## src/hw/rtl/tid_pkg.sv

```systemverilog
// Shared codes and helpers for the TPM I2C transaction decoder.
`default_nettype none

package tid_pkg;

  typedef logic [3:0] kind_t;
  typedef logic [1:0] op_t;
  typedef logic [1:0] rec_kind_t;
  typedef logic [1:0] warn_code_t;

  // I2C event kinds
  localparam kind_t KIND_START      = 4'd0;
  localparam kind_t KIND_REPEAT     = 4'd1;
  localparam kind_t KIND_STOP       = 4'd2;
  localparam kind_t KIND_ADDR_READ  = 4'd3;
  localparam kind_t KIND_ADDR_WRITE = 4'd4;
  localparam kind_t KIND_DATA_READ  = 4'd5;
  localparam kind_t KIND_DATA_WRITE = 4'd6;
  localparam kind_t KIND_ACK        = 4'd7;
  localparam kind_t KIND_NACK       = 4'd8;
  localparam kind_t KIND_BITS       = 4'd9;

  // Output record kinds
  localparam rec_kind_t REC_ADDR = 2'd0;
  localparam rec_kind_t REC_DATA = 2'd1;
  localparam rec_kind_t REC_END  = 2'd2;
  localparam rec_kind_t REC_WARN = 2'd3;

  // Warning codes: what the machine expected
  localparam warn_code_t WARN_REG_ADDR     = 2'd0;
  localparam warn_code_t WARN_WAIT_OP      = 2'd1;
  localparam warn_code_t WARN_ADDR_READ    = 2'd2;
  localparam warn_code_t WARN_WRITE_BURST  = 2'd3;

  // Commands passed from front to back
  localparam op_t OP_ADDR  = 2'd0;
  localparam op_t OP_WARN  = 2'd1;
  localparam op_t OP_STORE = 2'd2;
  localparam op_t OP_DUMP  = 2'd3;

  // Command queue
  localparam int QUEUE_DEPTH = 4;
  localparam int QPTR_W      = 2;
  localparam int QCNT_W      = 3;

  // Packed command width: op, is_read, reg, data, count, warn, kind, three stamps
  function automatic int cmd_width(input int cnt_w, input int stamp_w);
    return 25 + cnt_w + 3 * stamp_w;
  endfunction

endpackage

`default_nettype wire

```

## src/hw/rtl/tid_channels.sv

```systemverilog
// Valid/ready channel interfaces for I2C events and decoded records.
`default_nettype none

interface tid_ev_if #(
  parameter int STAMP_WIDTH = 48
);
  logic                   valid;
  logic                   ready;
  logic [3:0]             kind;
  logic [7:0]             data_byte;
  logic [STAMP_WIDTH-1:0] start_stamp;
  logic [STAMP_WIDTH-1:0] end_stamp;

  modport source (output valid, kind, data_byte, start_stamp, end_stamp, input ready);
  modport sink (input valid, kind, data_byte, start_stamp, end_stamp, output ready);
endinterface

interface tid_rec_if #(
  parameter int STAMP_WIDTH = 48,
  parameter int IDX_W       = 5,
  parameter int CNT_W       = 6
);
  logic                   valid;
  logic                   ready;
  logic [1:0]             record_kind;
  logic                   is_read;
  logic [7:0]             reg_address;
  logic [7:0]             out_byte;
  logic [IDX_W-1:0]       byte_index;
  logic [CNT_W-1:0]       byte_count;
  logic [1:0]             warning_code;
  logic [3:0]             got_kind;
  logic [STAMP_WIDTH-1:0] span_start;
  logic [STAMP_WIDTH-1:0] span_end;
  logic                   last;

  modport source (
    output valid, record_kind, is_read, reg_address, out_byte, byte_index, byte_count,
           warning_code, got_kind, span_start, span_end, last,
    input  ready
  );
  modport sink (
    input  valid, record_kind, is_read, reg_address, out_byte, byte_index, byte_count,
           warning_code, got_kind, span_start, span_end, last,
    output ready
  );
endinterface

`default_nettype wire

```

## src/hw/rtl/tid_queue.sv

```systemverilog
// Small register FIFO carrying commands from the front to the back.
`default_nettype none

module tid_queue
  import tid_pkg::*;
#(
  parameter int WIDTH = 8
) (
  input  wire logic             clk,
  input  wire logic             rst,
  input  wire logic             push,
  input  wire logic [WIDTH-1:0] push_data,
  input  wire logic             pop,
  output logic [WIDTH-1:0]      head,
  output logic                  full,
  output logic                  empty
);

  logic [WIDTH-1:0]  slots [QUEUE_DEPTH];
  logic [QPTR_W-1:0] wr_ptr;
  logic [QPTR_W-1:0] rd_ptr;
  logic [QCNT_W-1:0] fill;

  assign full  = (fill == QCNT_W'(QUEUE_DEPTH));
  assign empty = (fill == '0);
  assign head  = slots[rd_ptr];

  // storage
  always_ff @(posedge clk) begin
    if (push) begin
      slots[wr_ptr] <= push_data;
    end
  end

  // pointers and fill level
  always_ff @(posedge clk) begin
    if (rst) begin
      wr_ptr <= '0;
      rd_ptr <= '0;
      fill   <= '0;
    end else begin
      if (push) begin
        wr_ptr <= wr_ptr + 1'b1;
      end
      if (pop) begin
        rd_ptr <= rd_ptr + 1'b1;
      end
      case ({push, pop})
        2'b10:   fill <= fill + 1'b1;
        2'b01:   fill <= fill - 1'b1;
        default: fill <= fill;
      endcase
    end
  end

  a_no_overflow: assert property (@(posedge clk) disable iff (rst) push |-> !full)
    else $error("command queue overflow");
  a_no_underflow: assert property (@(posedge clk) disable iff (rst) pop |-> !empty)
    else $error("command queue underflow");
  a_fill_bound: assert property (@(posedge clk) disable iff (rst)
    fill <= QCNT_W'(QUEUE_DEPTH))
    else $error("command queue fill out of range");

endmodule

`default_nettype wire

```

## src/hw/rtl/tid_front.sv

```systemverilog
// Front end: accepts I2C events, tracks the transaction phase, issues commands.
`default_nettype none

module tid_front
  import tid_pkg::*;
#(
  parameter int BUFFER_DEPTH = 32,
  parameter int STAMP_WIDTH  = 48,
  localparam int CNT_W = $clog2(BUFFER_DEPTH + 1),
  localparam int CMD_W = cmd_width(CNT_W, STAMP_WIDTH)
) (
  input  wire logic    clk,
  input  wire logic    rst,
  tid_ev_if.sink       ev,
  input  wire logic    q_full,
  output logic         push,
  output logic [CMD_W-1:0] cmd
);

  typedef struct packed {
    op_t                    op;
    logic                   is_read;
    logic [7:0]             reg_address;
    logic [7:0]             data;
    logic [CNT_W-1:0]       count;
    warn_code_t             warning_code;
    kind_t                  got_kind;
    logic [STAMP_WIDTH-1:0] stamp_a;
    logic [STAMP_WIDTH-1:0] stamp_b;
    logic [STAMP_WIDTH-1:0] stamp_c;
  } cmd_t;

  localparam logic [3:0] P_IDLE           = 4'd0;
  localparam logic [3:0] P_ADDR_WRITE     = 4'd1;
  localparam logic [3:0] P_ADDR_ACK       = 4'd2;
  localparam logic [3:0] P_REG_ADDR       = 4'd3;
  localparam logic [3:0] P_REG_ADDR_ACK   = 4'd4;
  localparam logic [3:0] P_WAIT_OP        = 4'd5;
  localparam logic [3:0] P_READ_ADDR      = 4'd6;
  localparam logic [3:0] P_READ_ADDR_ACK  = 4'd7;
  localparam logic [3:0] P_READ_DATA      = 4'd8;
  localparam logic [3:0] P_WRITE_DATA     = 4'd9;
  localparam logic [3:0] P_WRITE_DATA_ACK = 4'd10;

  logic [3:0]             phase, phase_next;
  logic [7:0]             reg_addr, reg_addr_next;
  logic                   reading, reading_next;
  logic [CNT_W-1:0]       count, count_next;
  logic [STAMP_WIDTH-1:0] addr_stamp, addr_stamp_next;
  logic [STAMP_WIDTH-1:0] data_stamp, data_stamp_next;
  logic                   accept;
  logic                   room;
  cmd_t                   c;

  assign ev.ready = !q_full;
  assign accept   = ev.valid && ev.ready;
  assign room     = (count < CNT_W'(BUFFER_DEPTH));
  assign cmd      = c;

  // phase machine and command build
  always_comb begin
    phase_next      = phase;
    reg_addr_next   = reg_addr;
    reading_next    = reading;
    count_next      = count;
    addr_stamp_next = addr_stamp;
    data_stamp_next = data_stamp;
    push            = 1'b0;
    c               = '0;
    c.stamp_a       = ev.start_stamp;
    c.stamp_c       = ev.end_stamp;
    c.got_kind      = ev.kind;
    c.data          = ev.data_byte;
    c.count         = count;

    if (accept && ev.kind != KIND_BITS) begin
      case (phase)
        P_IDLE: begin
          if (ev.kind == KIND_START) begin
            phase_next = P_ADDR_WRITE;
            count_next = '0;
          end
        end
        P_ADDR_WRITE: begin
          if (ev.kind == KIND_ADDR_WRITE) begin
            addr_stamp_next = ev.start_stamp;
            phase_next      = P_ADDR_ACK;
          end else begin
            phase_next = P_IDLE;
          end
        end
        P_ADDR_ACK, P_REG_ADDR_ACK, P_READ_ADDR_ACK, P_WRITE_DATA_ACK: begin
          if (ev.kind == KIND_ACK) begin
            case (phase)
              P_ADDR_ACK:      phase_next = P_REG_ADDR;
              P_REG_ADDR_ACK:  phase_next = P_WAIT_OP;
              P_READ_ADDR_ACK: phase_next = P_READ_DATA;
              default:         phase_next = P_WRITE_DATA;
            endcase
          end else if (ev.kind == KIND_NACK) begin
            phase_next = P_IDLE;
          end
        end
        P_REG_ADDR: begin
          push = 1'b1;
          if (ev.kind == KIND_DATA_WRITE) begin
            reg_addr_next = ev.data_byte;
            c.op          = OP_ADDR;
            c.reg_address = ev.data_byte;
            c.got_kind    = '0;
            c.stamp_a     = addr_stamp;
            phase_next    = P_REG_ADDR_ACK;
          end else begin
            c.op           = OP_WARN;
            c.warning_code = WARN_REG_ADDR;
            phase_next     = P_IDLE;
          end
        end
        P_WAIT_OP: begin
          if (ev.kind == KIND_REPEAT) begin
            reading_next = 1'b1;
            count_next   = '0;
            phase_next   = P_READ_ADDR;
          end else if (ev.kind == KIND_STOP) begin
            reading_next = 1'b1;
            count_next   = '0;
            phase_next   = P_IDLE;
          end else if (ev.kind == KIND_DATA_WRITE) begin
            // first write byte always lands at slot zero
            reading_next    = 1'b0;
            push            = 1'b1;
            c.op            = OP_STORE;
            c.count         = '0;
            count_next      = CNT_W'(1);
            data_stamp_next = ev.start_stamp;
            phase_next      = P_WRITE_DATA_ACK;
          end else begin
            push           = 1'b1;
            c.op           = OP_WARN;
            c.warning_code = WARN_WAIT_OP;
            phase_next     = P_IDLE;
          end
        end
        P_READ_ADDR: begin
          if (ev.kind == KIND_ADDR_READ) begin
            count_next      = '0;
            data_stamp_next = ev.start_stamp;
            phase_next      = P_READ_ADDR_ACK;
          end else begin
            push           = 1'b1;
            c.op           = OP_WARN;
            c.warning_code = WARN_ADDR_READ;
            phase_next     = P_IDLE;
          end
        end
        P_READ_DATA: begin
          if (ev.kind == KIND_DATA_READ) begin
            if (room) begin
              push       = 1'b1;
              c.op       = OP_STORE;
              count_next = count + 1'b1;
            end
          end else if (ev.kind == KIND_STOP) begin
            push          = 1'b1;
            c.op          = OP_DUMP;
            c.is_read     = reading;
            c.reg_address = reg_addr;
            c.got_kind    = '0;
            c.stamp_a     = addr_stamp;
            c.stamp_b     = data_stamp;
            phase_next    = P_IDLE;
          end else if (ev.kind != KIND_ACK && ev.kind != KIND_NACK) begin
            phase_next = P_IDLE;
          end
        end
        P_WRITE_DATA: begin
          if (ev.kind == KIND_DATA_WRITE) begin
            if (room) begin
              push       = 1'b1;
              c.op       = OP_STORE;
              count_next = count + 1'b1;
            end
            phase_next = P_WRITE_DATA_ACK;
          end else if (ev.kind == KIND_STOP) begin
            push          = 1'b1;
            c.op          = OP_DUMP;
            c.is_read     = reading;
            c.reg_address = reg_addr;
            c.got_kind    = '0;
            c.stamp_a     = addr_stamp;
            c.stamp_b     = data_stamp;
            phase_next    = P_IDLE;
          end else begin
            push           = 1'b1;
            c.op           = OP_WARN;
            c.warning_code = WARN_WRITE_BURST;
            phase_next     = P_IDLE;
          end
        end
        default: begin
          phase_next = P_IDLE;
        end
      endcase
    end
  end

  // transaction state
  always_ff @(posedge clk) begin
    if (rst) begin
      phase      <= P_IDLE;
      reg_addr   <= '0;
      reading    <= 1'b0;
      count      <= '0;
      addr_stamp <= '0;
      data_stamp <= '0;
    end else begin
      phase      <= phase_next;
      reg_addr   <= reg_addr_next;
      reading    <= reading_next;
      count      <= count_next;
      addr_stamp <= addr_stamp_next;
      data_stamp <= data_stamp_next;
    end
  end

endmodule

`default_nettype wire

```

## src/hw/rtl/tid_back.sv

```systemverilog
// Back end: executes commands, holds the byte buffer and drives the record channel.
`default_nettype none

module tid_back
  import tid_pkg::*;
#(
  parameter int BUFFER_DEPTH = 32,
  parameter int STAMP_WIDTH  = 48,
  localparam int IDX_W = (BUFFER_DEPTH > 1) ? $clog2(BUFFER_DEPTH) : 1,
  localparam int CNT_W = $clog2(BUFFER_DEPTH + 1),
  localparam int CMD_W = cmd_width(CNT_W, STAMP_WIDTH)
) (
  input  wire logic             clk,
  input  wire logic             rst,
  input  wire logic [CMD_W-1:0] cmd,
  input  wire logic             cmd_valid,
  output logic                  pop,
  tid_rec_if.source             rec
);

  typedef struct packed {
    op_t                    op;
    logic                   is_read;
    logic [7:0]             reg_address;
    logic [7:0]             data;
    logic [CNT_W-1:0]       count;
    warn_code_t             warning_code;
    kind_t                  got_kind;
    logic [STAMP_WIDTH-1:0] stamp_a;
    logic [STAMP_WIDTH-1:0] stamp_b;
    logic [STAMP_WIDTH-1:0] stamp_c;
  } cmd_t;

  typedef struct packed {
    rec_kind_t              record_kind;
    logic                   is_read;
    logic [7:0]             reg_address;
    logic [7:0]             out_byte;
    logic [IDX_W-1:0]       byte_index;
    logic [CNT_W-1:0]       byte_count;
    warn_code_t             warning_code;
    kind_t                  got_kind;
    logic [STAMP_WIDTH-1:0] span_start;
    logic [STAMP_WIDTH-1:0] span_end;
    logic                   last;
  } rec_t;

  localparam logic [1:0] B_IDLE = 2'd0;
  localparam logic [1:0] B_READ = 2'd1;
  localparam logic [1:0] B_EMIT = 2'd2;
  localparam logic [1:0] B_END  = 2'd3;

  logic [7:0]       mem [BUFFER_DEPTH];
  logic [7:0]       rdata;
  logic [1:0]       state, state_next;
  logic [CNT_W-1:0] idx, idx_next;
  logic             out_v;
  rec_t             out_r, rec_next;
  logic             free;
  logic             load;
  logic             store_en;
  cmd_t             c;

  assign c    = cmd;
  assign free = !out_v || rec.ready;

  // byte buffer, registered read
  always_ff @(posedge clk) begin
    if (store_en) begin
      mem[c.count[IDX_W-1:0]] <= c.data;
    end
    rdata <= mem[idx[IDX_W-1:0]];
  end

  // command sequencer
  always_comb begin
    state_next = state;
    idx_next   = idx;
    load       = 1'b0;
    pop        = 1'b0;
    store_en   = 1'b0;
    rec_next   = '0;
    rec_next.is_read     = c.is_read;
    rec_next.reg_address = c.reg_address;
    rec_next.span_start  = c.stamp_a;
    rec_next.span_end    = c.stamp_c;

    case (state)
      B_IDLE: begin
        if (cmd_valid) begin
          case (c.op)
            OP_ADDR, OP_WARN: begin
              if (free) begin
                load                  = 1'b1;
                pop                   = 1'b1;
                rec_next.record_kind  = (c.op == OP_ADDR) ? REC_ADDR : REC_WARN;
                rec_next.warning_code = c.warning_code;
                rec_next.got_kind     = c.got_kind;
                rec_next.last         = 1'b1;
              end
            end
            OP_STORE: begin
              store_en = 1'b1;
              pop      = 1'b1;
            end
            default: begin
              idx_next   = '0;
              state_next = (c.count == '0) ? B_END : B_READ;
            end
          endcase
        end
      end
      B_READ: begin
        state_next = B_EMIT;
      end
      B_EMIT: begin
        if (free) begin
          load                 = 1'b1;
          rec_next.record_kind = REC_DATA;
          rec_next.out_byte    = rdata;
          rec_next.byte_index  = idx[IDX_W-1:0];
          rec_next.byte_count  = c.count;
          rec_next.span_start  = c.stamp_b;
          idx_next             = idx + 1'b1;
          state_next           = (idx_next == c.count) ? B_END : B_READ;
        end
      end
      B_END: begin
        if (free) begin
          load                 = 1'b1;
          pop                  = 1'b1;
          rec_next.record_kind = REC_END;
          rec_next.byte_count  = c.count;
          rec_next.last        = 1'b1;
          state_next           = B_IDLE;
        end
      end
      default: begin
        state_next = B_IDLE;
      end
    endcase
  end

  // sequencer state and output register
  always_ff @(posedge clk) begin
    if (rst) begin
      state <= B_IDLE;
      idx   <= '0;
      out_v <= 1'b0;
    end else begin
      state <= state_next;
      idx   <= idx_next;
      if (load) begin
        out_v <= 1'b1;
      end else if (rec.ready) begin
        out_v <= 1'b0;
      end
    end
  end

  always_ff @(posedge clk) begin
    if (load) begin
      out_r <= rec_next;
    end
  end

  assign rec.valid        = out_v;
  assign rec.record_kind  = out_r.record_kind;
  assign rec.is_read      = out_r.is_read;
  assign rec.reg_address  = out_r.reg_address;
  assign rec.out_byte     = out_r.out_byte;
  assign rec.byte_index   = out_r.byte_index;
  assign rec.byte_count   = out_r.byte_count;
  assign rec.warning_code = out_r.warning_code;
  assign rec.got_kind     = out_r.got_kind;
  assign rec.span_start   = out_r.span_start;
  assign rec.span_end     = out_r.span_end;
  assign rec.last         = out_r.last;

  a_dump_has_cmd: assert property (@(posedge clk) disable iff (rst)
    state != B_IDLE |-> (cmd_valid && c.op == OP_DUMP))
    else $error("dump running without a dump command at the queue head");
  a_emit_in_range: assert property (@(posedge clk) disable iff (rst)
    state == B_EMIT |-> idx < c.count)
    else $error("dump index past stored count");
  a_store_in_range: assert property (@(posedge clk) disable iff (rst)
    store_en |-> c.count < CNT_W'(BUFFER_DEPTH))
    else $error("byte store beyond buffer depth");
  a_no_overwrite: assert property (@(posedge clk) disable iff (rst)
    (out_v && !rec.ready) |=> ($stable(out_r) && out_v))
    else $error("pending record overwritten");

endmodule

`default_nettype wire

```

## src/hw/rtl/tpm_i2c_transaction_decoder_unit.sv

```systemverilog
// Top level of the TPM I2C transaction decoder: front, command queue and back.
`default_nettype none

// Decodes TPM register transactions from a stream of I2C events (kind, byte,
// start and end sample stamps) into records: a register-address record when the
// address byte is seen, a warning on some misplaced events, and at the closing
// STOP one data-byte record per buffered byte followed by a transaction-end
// record (last set). The front takes one event per cycle while the four-entry
// command queue has room. The back retires a register-address, warning or
// byte-store command from the queue head; a STOP dump passes through a read
// state and an emit state per buffered byte, the read state serving the
// registered read port of the byte buffer, then an end state. Bytes past
// BUFFER_DEPTH are dropped and the reported count holds at BUFFER_DEPTH. A
// one-record output register lets the back run ahead of a stalled consumer by
// one record; the front keeps accepting events until the queue fills.
module tpm_i2c_transaction_decoder_unit
  import tid_pkg::*;
#(
  parameter int BUFFER_DEPTH = 32,
  parameter int STAMP_WIDTH  = 48
) (
  input  wire logic clk,
  input  wire logic rst,
  tid_ev_if.sink    ev,
  tid_rec_if.source rec
);

  localparam int CNT_W = $clog2(BUFFER_DEPTH + 1);
  localparam int CMD_W = cmd_width(CNT_W, STAMP_WIDTH);

  logic             push;
  logic             pop;
  logic             q_full;
  logic             q_empty;
  logic [CMD_W-1:0] cmd_in;
  logic [CMD_W-1:0] cmd_head;

  tid_front #(
    .BUFFER_DEPTH (BUFFER_DEPTH),
    .STAMP_WIDTH  (STAMP_WIDTH)
  ) u_front (
    .clk    (clk),
    .rst    (rst),
    .ev     (ev),
    .q_full (q_full),
    .push   (push),
    .cmd    (cmd_in)
  );

  tid_queue #(
    .WIDTH (CMD_W)
  ) u_queue (
    .clk       (clk),
    .rst       (rst),
    .push      (push),
    .push_data (cmd_in),
    .pop       (pop),
    .head      (cmd_head),
    .full      (q_full),
    .empty     (q_empty)
  );

  tid_back #(
    .BUFFER_DEPTH (BUFFER_DEPTH),
    .STAMP_WIDTH  (STAMP_WIDTH)
  ) u_back (
    .clk       (clk),
    .rst       (rst),
    .cmd       (cmd_head),
    .cmd_valid (!q_empty),
    .pop       (pop),
    .rec       (rec)
  );

endmodule

`default_nettype wire

```

## src/flat_wrapper.sv

```systemverilog
// flat-port wrapper written by rule: the top's interface ports become plain ports
module tpm_i2c_transaction_decoder_unit_flat import tid_pkg::*;
#(
  parameter int BUFFER_DEPTH = 32,
  parameter int STAMP_WIDTH  = 48
)
  (clk, rst, ev_valid, ev_kind, ev_data_byte, ev_start_stamp, ev_end_stamp, ev_ready, rec_valid, rec_record_kind, rec_is_read, rec_reg_address, rec_out_byte, rec_byte_index, rec_byte_count, rec_warning_code, rec_got_kind, rec_span_start, rec_span_end, rec_last, rec_ready);
  tid_ev_if #(.STAMP_WIDTH(STAMP_WIDTH)) ev_i ();
  tid_rec_if #(.STAMP_WIDTH(STAMP_WIDTH), .IDX_W((5)), .CNT_W((6))) rec_i ();
  input  wire logic clk;
  input  wire logic rst;
  input wire logic [$bits(ev_i.valid)-1:0] ev_valid;
  input wire logic [$bits(ev_i.kind)-1:0] ev_kind;
  input wire logic [$bits(ev_i.data_byte)-1:0] ev_data_byte;
  input wire logic [$bits(ev_i.start_stamp)-1:0] ev_start_stamp;
  input wire logic [$bits(ev_i.end_stamp)-1:0] ev_end_stamp;
  output wire logic [$bits(ev_i.ready)-1:0] ev_ready;
  output wire logic [$bits(rec_i.valid)-1:0] rec_valid;
  output wire logic [$bits(rec_i.record_kind)-1:0] rec_record_kind;
  output wire logic [$bits(rec_i.is_read)-1:0] rec_is_read;
  output wire logic [$bits(rec_i.reg_address)-1:0] rec_reg_address;
  output wire logic [$bits(rec_i.out_byte)-1:0] rec_out_byte;
  output wire logic [$bits(rec_i.byte_index)-1:0] rec_byte_index;
  output wire logic [$bits(rec_i.byte_count)-1:0] rec_byte_count;
  output wire logic [$bits(rec_i.warning_code)-1:0] rec_warning_code;
  output wire logic [$bits(rec_i.got_kind)-1:0] rec_got_kind;
  output wire logic [$bits(rec_i.span_start)-1:0] rec_span_start;
  output wire logic [$bits(rec_i.span_end)-1:0] rec_span_end;
  output wire logic [$bits(rec_i.last)-1:0] rec_last;
  input wire logic [$bits(rec_i.ready)-1:0] rec_ready;
  assign ev_i.valid = ev_valid;
  assign ev_i.kind = ev_kind;
  assign ev_i.data_byte = ev_data_byte;
  assign ev_i.start_stamp = ev_start_stamp;
  assign ev_i.end_stamp = ev_end_stamp;
  assign ev_ready = ev_i.ready;
  assign rec_valid = rec_i.valid;
  assign rec_record_kind = rec_i.record_kind;
  assign rec_is_read = rec_i.is_read;
  assign rec_reg_address = rec_i.reg_address;
  assign rec_out_byte = rec_i.out_byte;
  assign rec_byte_index = rec_i.byte_index;
  assign rec_byte_count = rec_i.byte_count;
  assign rec_warning_code = rec_i.warning_code;
  assign rec_got_kind = rec_i.got_kind;
  assign rec_span_start = rec_i.span_start;
  assign rec_span_end = rec_i.span_end;
  assign rec_last = rec_i.last;
  assign rec_i.ready = rec_ready;
  tpm_i2c_transaction_decoder_unit #(.BUFFER_DEPTH(BUFFER_DEPTH), .STAMP_WIDTH(STAMP_WIDTH)) u_core (.clk(clk), .rst(rst), .ev(ev_i), .rec(rec_i));
endmodule
```

## config.mk

```make
export PLATFORM = sky130hd
export DESIGN_NAME = tpm_i2c_transaction_decoder_unit_flat
export DESIGN_NICKNAME = d
export VERILOG_FILES = /design/src/hw/rtl/tid_pkg.sv /design/src/hw/rtl/tid_channels.sv /design/src/hw/rtl/tid_queue.sv /design/src/hw/rtl/tid_front.sv /design/src/hw/rtl/tid_back.sv /design/src/hw/rtl/tpm_i2c_transaction_decoder_unit.sv /design/src/flat_wrapper.sv
export SDC_FILE = /design/constraint.sdc
export NUM_CORES = 1
export LEC_CHECK = 0
export BUFFER_PORTS_ARGS = -buffer_cell sky130_fd_sc_hd__buf_2
export CORE_MARGIN = 3
export CORE_UTILIZATION = 55
export CTS_CLUSTER_SIZE = 40
export DETAILED_ROUTE_END_ITERATION = 8
export GPL_TIMING_DRIVEN = 0
export PLACE_DENSITY_LB_ADDON = 0.3
export SYNTH_ARGS = -nofsm -noshare
export SYNTH_HDL_FRONTEND = slang
export SYNTH_SLANG_ARGS = --single-unit
```

## constraint.sdc

```tcl
create_clock -name clk -period 8.45 [get_ports clk]
set_input_delay 0.4225 -clock clk [delete_from_list [all_inputs] [get_ports clk]]
set_output_delay 0.4225 -clock clk [all_outputs]
set_load 0.005 [all_outputs]
```

### Word level (Yosys, flattened, before mapping)

Memory sizes are Yosys's and may differ from the RTL's. A register that Yosys moved wholly into a read port is not among the register bits.
Index checks and enable logic that the tools add are counted.

* memory bits (writable): 956
* memories: 2
* register bits: 264
* logic and storage cells: 227
* output and inout bits: 135

* equality and inequality tests: 45
* reduce and logical (&&, ||, !) cells: 32
* add/subtract/negate cells: 6
* bitwise logic cells: 3
* muxes and demuxes: 115
* order comparisons: 1

Memory list
* u_core.u_queue.slots: words 4, bits a word 175, read ports 1, clocked after Yosys merged registers in 1, write ports 1, RTL line tid_queue.sv:19 `logic [WIDTH-1:0] slots [QUEUE_DEPTH];`
* u_core.u_back.mem: words 32, bits a word 8, read ports 1, clocked after Yosys merged registers in 1, write ports 1, RTL line tid_back.sv:53 `logic [7:0] mem [BUFFER_DEPTH];`

Operators by type and width (count)
* 48-bit 2-to-1 mux: 6
* 100-bit 2-to-1 mux: 2
* 48-bit one-hot mux with 2 select lines: 2
* 52-bit one-hot mux with 3 select lines: 1
* 108-bit 2-to-1 mux: 1
* 102-bit 2-to-1 mux: 1
* 6-bit 2-to-1 mux: 15
* 52-bit 2-to-1 mux: 1
* 2-bit 2-to-1 mux: 23
* 4-bit 2-to-1 mux: 9
* 4-bit by 3-bit == test with 1-bit output, second input constant: 8
* 4-bit one-hot mux with 8 select lines: 1
* 6-bit one-hot mux with 5 select lines: 1
* 1-bit 2-to-1 mux: 27
* 9-bit 2-to-1 mux: 3
* 8-bit 2-to-1 mux: 3
* 2-bit inequality test, second input constant: 12
* 6-bit one-hot mux with 2 select lines: 2
* 8-bit one-hot mux with 3 select lines: 1
* 11-bit 2-to-1 mux: 2
* 4-bit by 2-bit == test with 1-bit output, second input constant: 4
* 4-bit == test, second input constant: 4
* 6-bit by 1-bit adder with 6-bit output, second input constant: 2
* 4-bit inequality test, second input constant: 3
* 39 further kinds: 68

### Logic depth before layout (Yosys ltp)

Gate-level depths: netlist of run 1.

* word-level depth: 8
* depth in mapped cells: 13
* depth with buffers taken out: 11

### Cells and area by module

From an unflattened synthesis of run 1, not the netlist that was laid out.

* cells, all modules: 2541
* area, all modules: 47530.6 um2

By module, submodules not included
* tid_queue: instances 1, cells an instance 961, area an instance 25708.4 um2, sequential area each 21200.3 um2
* tid_back: instances 1, cells an instance 736, area an instance 15518.6 um2, sequential area each 12021.5 um2
* tid_front: instances 1, cells an instance 843, area an instance 6299.8 um2, sequential area each 2302.2 um2
* tpm_i2c_transaction_decoder_unit: instances 1, cells an instance 1, area an instance 3.8 um2, sequential area each 0.0 um2

### Worst setup path after synthesis of run 1

Ideal clock, no wire load.

* path type: register to register
* start: reg (tool-made name)
* end: reg u_core.u_back.out_r (netlist bit u_core.u_back.rec.byte_count[0]) (enable)
* setup slack: 0.057 ns
* library setup time: 0.672 ns
* path buffers: 1
* period minus slack after synthesis: 8.393 ns
* required time: 7.778 ns
* arrival: 7.721 ns
* stages on the path, launching flop included: 5
* cell sequence: dfxtp_1 > buf_6 > mux4_2 > nand4b_1 > a21oi_1

RTL lines
* end signal, assigned: RTL line tid_back.sv:163 `out_r <= rec_next;`
* end, declared: RTL line tid_back.sv:58 `rec_t out_r, rec_next;`

==> results of run 1 <==
## logic make-up (layout without fill, tap and decap cells)
| group | Yosys count | after routing | share of synthesized area (%) |
|---|---|---|---|
| compound gates | 154 | 154 | 2.00 |
| xor+xnor | 10 | 10 | 0.215 |
| fa+ha+maj | 12 | 12 | 0.334 |
| buf+inv | 152 | 724 | 1.34 |
| flops | 1230 | 1230 | 75.2 |
| mux | 429 | 429 | 16.1 |
| other cells | 0 | 6 | 0 |
| simple gates | 449 | 449 | 4.79 |
## critical path, delay by kind of cell, from the launching register on
family | cells | cell delay, ns
flip-flops | 1 | 0.31
multiplexers | 1 | 0.85
buffers and inverters | 5 | 2.81
## per-layer routing
layer	part of all wire, %	global-route usage [%]	wire length (um)	vias up
met4	2.6	6.92	2670	10
met1	39	30.7	40700	12700
met5	0.063	0	66	-
met3	6.6	4.50	6860	176
li1	-	-	-	10700
met2	52	40.2	54100	916
## report_power, final
part / internal [mW] / total [mW] / switching [mW]
clock network: 3.01 / 5.19 / 2.18
logic: 0.730 / 1.71 / 0.980
registers: 6.93 / 7.00 / 0.0727
total: 10.7 / 13.9 / 3.23
## per-stage QoR
stage / setup TNS, ns / hold slack, ns / worst slack [ns] / utilization [%] / power [mW]
3_3_place_gp: -2050.12 / 0.438 / -5.72 / 59.1 / 8.67
4_1_cts: 0 / 0.00216 / 4.06 / 65.4 / 14.0
2_1_floorplan: 0 / 0.433 / 0.0572 / - / 8.14
6_report: 0 / 0.0322 / 4.10 / 65.4 / 13.9
5_1_grt: 0 / 0.0256 / 3.95 / 65.4 / 14.4
3_5_place_dp: 0 / 0.447 / 4.07 / 59.8 / 8.80
## Yosys cell counts, drive strengths merged, types with 3 or more instances
| cell | number |
|---|---|
| edfxtp | 1089 |
| mux4 | 255 |
| dfxtp | 141 |
| nor2 | 133 |
| nand2 | 118 |
| mux2 | 110 |
| a21oi | 79 |
| clkbuf | 74 |
| mux2i | 64 |
| buf | 63 |
| and2 | 51 |
| nor2b | 24 |
| and3 | 21 |
| nand2b | 19 |
| o21ai | 17 |
| inv | 15 |
| nand3 | 14 |
| ha | 11 |
| a22oi | 10 |
| or3 | 10 |
| a31oi | 9 |
| nor3 | 8 |
| nand4 | 6 |
| nor4 | 6 |
| a31o | 5 |
| nand4b | 5 |
| nand4bb | 5 |
| nor4bb | 5 |
| o22ai | 5 |
| or4 | 5 |
| xnor2 | 5 |
| nand3b | 4 |
| or2 | 4 |
| xor2 | 4 |
| a211oi | 3 |
| o21bai | 3 |
| or3b | 3 |
## how the worst min path moves through the flow
stage / endpoint / slack (ns) / start / depth (start not counted)
floorplan: u_core.u_front.addr_stamp[10] / 0.43 / u_core.u_front.addr_stamp[10] / 2
global placement: u_core.u_front.addr_stamp[10] / 0.44 / u_core.u_front.addr_stamp[10] / 2
detailed placement: u_core.u_front.addr_stamp[41] / 0.45 / u_core.u_front.addr_stamp[41] / 2
CTS: u_core.u_queue.slots[2][161] / 0.002 / ev_data_byte[5] / 1
global route: u_core.u_front.addr_stamp[35] / 0.03 / ev_start_stamp[35] / 3
finish: u_core.u_front.addr_stamp[29] / 0.03 / ev_start_stamp[29] / 3
## layout make-up
type / instances / area share (%)
flip-flops and latches: 1230 / 64.4
multi-input cells: 1054 / 20.2
clock buffers: 162 / 5.94
repair buffers: 351 / 4.72
well taps: 1134 / 2.57
clock inverters: 59 / 1.05
plain buffers: 137 / 1.04
inverters: 15 / 0.102
diodes: 6 / 0.0272
## flip-flops by register name (all words and copies together) (netlist names), 3 cells and up, named ones only
register	flops
u_core.u_front.count	6
u_core.u_front.reg_addr	8
u_core.u_back.rec.out_byte	8
u_core.u_back.rec.got_kind	4
u_core.u_front.phase	4
u_core.u_back.rec.byte_count	6
u_core.u_back.mem	256
u_core.u_back.idx	6
u_core.u_queue.slots	700
u_core.u_front.data_stamp	48
u_core.u_back.rec.reg_address	8
u_core.u_back.rec.span_start	48
u_core.u_back.rdata	8
u_core.u_queue.fill	3
u_core.u_back.rec.byte_index	5
u_core.u_front.addr_stamp	48
u_core.u_back.rec.span_end	48
==> metrics, run 1 <==
run status complete, no violations; Hold Path Class in -> reg; Synth Instances 2,436; # rows 106; mean number of vias per cell 5.90; syn_area_per_cell 19.4 um^2; fin crit share 51.5%; final WL 104 mm; Leak 18.4 nW; Crit path top cell by count buf_1; hpwl dp 65.8 mm; most frequent cells in the layout edfxtp_1, buf_2, mux4_2, dfxtp_1, nor2_1; GPL Wtd Cong 0.868; hold_buf cts between 80 and 90; clk root buf clkbuf_16; EDFF count, synth 1,089; r2r worst-path depth 6; GRT Total Usage 23.4%; Reg2Reg Setup Slack 4.10 ns; ratio of cells with drive above 1 in the final layout between 20% and 30%; Remaining DRCs 0; die area 89,500 um^2; Worst VDD drop 0.275 mV; Tmin final 4.35 ns; post-synth top area share 69.2%; vias in the first global route 25.7k; dpl cells 3,833; cell taking the most area after synthesis edfxtp_1; Top FF cell, synth edfxtp_1; Slew Limit Headroom between 10% and 20%; RR Endpoint u_core.u_back.mem[24][0]; TritonCTS clock tree done; Reg area 35,500 um^2; startpoint types register; Cell variety after synth 74; slowest CP cell buf_1; cell area after synthesis 47,200 um^2; antenna-violating nets left 0; f_max 230 MHz; Die Ht 299 um; final count of pins violating max slew 0; Seq cells post-synth approximately 1.2k; # clock sinks 1,230; Async SR Flop Fraction 0%; non-filler instance count after layout 4,148; RSZ-0062 raised after global routing false; Reg clk slew, reported paths 0.06 ns; syn nets 2,560; H-tree depth 3; Post-CTS Setup Bufs 0; clk_skew 0.0253 ns; crit-path cells buf_2, buf_2, buf_1, buf_1, buf_1, mux4_2; Layout Area Growth over Synthesis 16.8%; WP data required 8.80 ns; Final Hold Viols 0; Vias 24.5k; Finish-stage setup viols 0; multi-input logic area 11,100 um^2; initial core utilization a little under three fifths; Inserted Clock Buffers ~120; worst-margin pin slew 1.27 ns; slowest stage delay, CP 0.91 ns; core area ~84,000 um^2; Final Cell Area roughly 55,000 um^2; crit path DAT roughly 4.7 ns; clk buf depth 3; post-placement cell area 50,400 um^2; crit path capture type register; quantity of I/O buffers inserted on ports between 200 and 250; Ys Warns 0; pin count of the biggest net entering global routing 58; Die X 299 um; Power Dens Cells about 250 nW/um^2; Final Net Count 3,030; Avg WL per Cell 25.2 um; drt initial violations 2,425; initial antenna violation count 13; grt ovf 0; crit path kind reg -> reg; crit-path max FO 32; top cells by area, synth edfxtp_1, mux4_2, dfxtp_1; most common library cell in the layout ignoring fill and taps edfxtp_1; Clk Latency, worst-skew pair 0.67 ns; IO Pins 247; drt pass-1 iters 5; wire length of the first global-routing pass roughly 160 mm; Fill cells 5,738; Seq/Total Area, Yosys 75.2%; CTS resizes 0; maxcap violations 0; crit path capture u_core.u_back.mem[24][0]
Power figures use the tool's default switching activity.
==> inputs of run 2 (changes only) <==
--- a/config.mk
+++ b/config.mk
@@ -5,9 +5,10 @@
 export SDC_FILE = /design/constraint.sdc
 export NUM_CORES = 1
 export LEC_CHECK = 0
+export ABC_AREA = 1
 export BUFFER_PORTS_ARGS = -buffer_cell sky130_fd_sc_hd__buf_2
 export CORE_MARGIN = 3
-export CORE_UTILIZATION = 55
+export CORE_UTILIZATION = 61
 export CTS_CLUSTER_SIZE = 40
 export DETAILED_ROUTE_END_ITERATION = 8
 export GPL_TIMING_DRIVEN = 0
==> constraint.sdc (replaced) <==
create_clock -name clk -period 4.5 [get_ports clk]
set_input_delay 0.225 -clock clk [delete_from_list [all_inputs] [get_ports clk]]
set_output_delay 0.225 -clock clk [all_outputs]
set_load 0.005 [all_outputs]
==> run 2 against run 1 <==
Synthesized cell count grew 64%. Worst hold slack better by 0.080 ns. Largest cell class unchanged. Clock-buffer cell count is 8 lower. Clock power grew 88%. Sequential share of layout area decreased by 1.5 points. Register-to-register slack got worse by 3.3 ns.
==> metrics, run 2 <==
CTS resizes 0 (unchanged); EDFF count, synth 1,089 (unchanged); WP data required 4.85 ns (was 8.80 ns); multi-input logic area 11,100 um^2 (about the same); Reg area 35,500 um^2 (unchanged); worst hold margin 0.112 ns (was 0.0322 ns); sequential power share 52.7% (was 50.4%); Synth Instances 3,988 (was 2,436); most flop-heavy register u_core.u_queue.slots (unchanged); die area 82,300 um^2 (was 89,500 um^2); Die Ht 287 um (was 299 um); post-layout util 72.6% (was 65.4%); GRT Total Usage 30.9% (was 23.4%); switching part of the total 22.3% (was 23.2%); final worst slack 0.773 ns (was 4.10 ns); most common library cell in the layout ignoring fill and taps edfxtp_1 (unchanged); cell area after synthesis 48,100 um^2 (was 47,200 um^2); clk root buf clkbuf_16 (unchanged); Fill cells 5,069 (was 5,738); count leader, synth edfxtp_1 (unchanged); dpl cells 5,309 (was 3,833); cell taking the most area after synthesis edfxtp_1 (unchanged); Remaining DRCs 0 (unchanged); hpwl dp 83.8 mm (was 65.8 mm); final count of pins violating max slew 0 (unchanged); Leak 19.6 nW (was 18.4 nW); Slew Limit Headroom 23.9% (was 15.1%); Clk Latency, worst-skew pair 0.70 ns (was 0.67 ns); Sw Pwr 5.33 mW (was 3.23 mW); pin count of the biggest net entering global routing 80 (was 58); syn nets 4,112 (was 2,560); Post-CTS Setup Bufs 0 (unchanged); vias in the first global route 32.5k (was 25.7k); quantity of I/O buffers inserted on ports 245 (was 244); crit path kind reg -> reg (unchanged); Power Dens Cells 424 nW/um^2 (was 252 nW/um^2); Final Net Count 4,618 (was 3,030); most frequent cells in the layout edfxtp_1, nor2_1, o21ai_0, nand2_1, buf_2 (was edfxtp_1, buf_2, mux4_2, dfxtp_1, nor2_1); grt ovf 0 (unchanged); DP Worst Slack 0.851 ns (was 4.07 ns); Layout Area Growth over Synthesis 17.4% (was 16.8%); crit-path max FO 79 (was 32); Final Hold Viols 0 (unchanged); synth cell count leaders edfxtp_1, nor2_1, o21ai_0, nand2_1, clkbuf_1 (was edfxtp_1, mux4_2, dfxtp_1, nor2_1, nand2_1); max FFs per register 700 (unchanged); IO Pins 247 (unchanged); Top FF cell, synth edfxtp_1 (unchanged); Die X 287 um (was 299 um); initial antenna violation count 15 (was 13); # rows 102 (was 106); ratio of cells with drive above 1 in the final layout 12.6% (was 27.8%); clk buf depth 3 (unchanged); final WL 129 mm (was 104 mm); antenna-violating nets left 0 (unchanged); Vias 33.7k (was 24.5k); Clock power frac 40.9% (was 37.3%); H-tree depth 3 (unchanged); internal power 18.6 mW (was 10.7 mW); Avg WL per Cell 22.8 um (was 25.2 um); met1 Use GR 40.4% (was 30.7%); startpoint types register (unchanged); drt initial violations 4,267 (was 2,425); Async SR Flop Fraction 0% (unchanged); # clock sinks 1,230 (unchanged); Final Cell Area 56,500 um^2 (was 55,200 um^2); Finish-stage setup viols 0 (unchanged); setup TNS 0 ns (unchanged); GRT Max-Usage Layer met2 (unchanged); run status complete, no violations (unchanged); maxcap violations 0 (unchanged); Seq cells post-synth 1,230 (unchanged); core area 77,800 um^2 (was 84,400 um^2); worst-margin pin slew 1.13 ns (was 1.27 ns); non-filler instance count after layout 5,638 (was 4,148); PnR Total Power 23.9 mW (was 13.9 mW); syn_area_per_cell 12.1 um^2 (was 19.4 um^2); f_max 268 MHz (was 230 MHz); Worst VDD drop 0.360 mV (was 0.275 mV); wire length of the first global-routing pass 192 mm (was 158 mm); GPL Wtd Cong 0.968 (was 0.868); Tmin final 3.73 ns (was 4.35 ns); Seq/Total Area, Yosys 73.8% (was 75.2%); post-synth top area share 68.0% (was 69.2%); M3 GR Usage 5.46% (was 4.50%); Ys Warns 0 (unchanged); Inserted Clock Buffers 116 (was 117); Comb pwr share 6.5% (was 12.3%); Reg clk slew, reported paths 0.06 ns (about the same); TritonCTS clock tree done (unchanged); post-placement cell area 51,600 um^2 (was 50,400 um^2); initial core utilization 61.8% (was 56.0%); crit path capture type register (unchanged); top cells by area, synth edfxtp_1, nor2_1, dfxtp_1 (was edfxtp_1, mux4_2, dfxtp_1); M2 GR Usage 52.0% (was 40.2%); mean number of vias per cell 5.98 (was 5.90); Cell variety after synth 39 (was 74); Hold Path Class in -> reg (unchanged); fin crit share 82.8% (was 51.5%); clk_skew 0.0229 ns (was 0.0253 ns); crit path DAT 4.08 ns (was 4.70 ns); RSZ-0062 raised after global routing false (unchanged); drt pass-1 iters 6 (was 5)
[run 2: changes by cell type in the layout (fill, tap and decap cells not counted), moves of 82 or more]
cell      before  now
o21ai_1        2   89
nand3_1       14  100
o21ai_0       15  564
o22ai_1        5  105
mux2_2        82    0
mux4_2       255    0
clkbuf_1     103  187
nand2_1      118  416
nor2_1       133  861
inv_1         13  115
[run 2: final timing paths]
| kind | startpoint | endpoint | slack [ns] | depth (start not counted) |
|---|---|---|---|---|
| worst max-delay path | u_core.u_back.state[0] | u_core.u_back.rec.reg_address[0] | 0.77 | 8 |
| worst min-delay path | ev_kind[2] | u_core.u_queue.slots[2][146] | 0.11 | 3 |
| worst max register to register | u_core.u_back.state[0] | u_core.u_back.rec.reg_address[0] | 0.77 | 8 |
| worst min register to register | u_core.u_front.reading | u_core.u_front.reading | 0.47 | 2 |
[run 2: area by class of cell]
class / count / share of cell area [%]
Clock inverter: 58 / 1.07
Antenna cell: 10 / 0.0443
Multi-Input combinational cell: 2376 / 19.7
Buffer: 246 / 1.91
Timing Repair Buffer: 388 / 5.45
Tap cell: 1040 / 2.30
Sequential cell: 1230 / 62.9
Inverter: 136 / 0.915
Clock buffer: 154 / 5.74
[run 2: power groups by stage]
stage	Combinational, mW	Clock [mW]	Sequential (mW)
after floorplan	0.699	0	12.9
after global placement	1.33	0	12.9
after detailed placement	1.43	0	12.8
after CTS	1.52	9.80	12.6
after global routing	1.66	10.3	12.6
final	1.55	9.78	12.6
[run 2: layer usage]
metal	part of all wire, %	vias to the layer above	routed length, um
met5	0.037	-	48
met2	49	1904	63300
li1	-	15200	-
met1	37	16200	47900
met4	4.2	8	5400
met3	9.4	352	12000
[run 2: cells by family after synthesis]
kind of cell / after synthesis / share of synthesized area (%)
flip-flops: 1230 / 73.8
XOR/XNOR: 6 / 0.109
AO/OA/AOI/OAI: 937 / 10.8
adder cells (fa/ha/maj): 12 / 0.328
AND/OR/NAND/NOR: 1421 / 11.7
buffers and inverters: 382 / 3.31
[run 2: critical path: stages (launching register included)]
cell	delay, ns
dfxtp_1	0.41
inv_1	0.09
ha_1	0.31
nand2_1	0.34
clkbuf_1	0.89
nand2_1	0.19
o21bai_1	0.38
inv_6	0.31
buf_16	0.31
[run 2: what timing repair did]
item                       4_1_cts  5_1_grt
setup endpoints to repair        0        0
hold buffers                   107        0
hold endpoints to repair       489        0
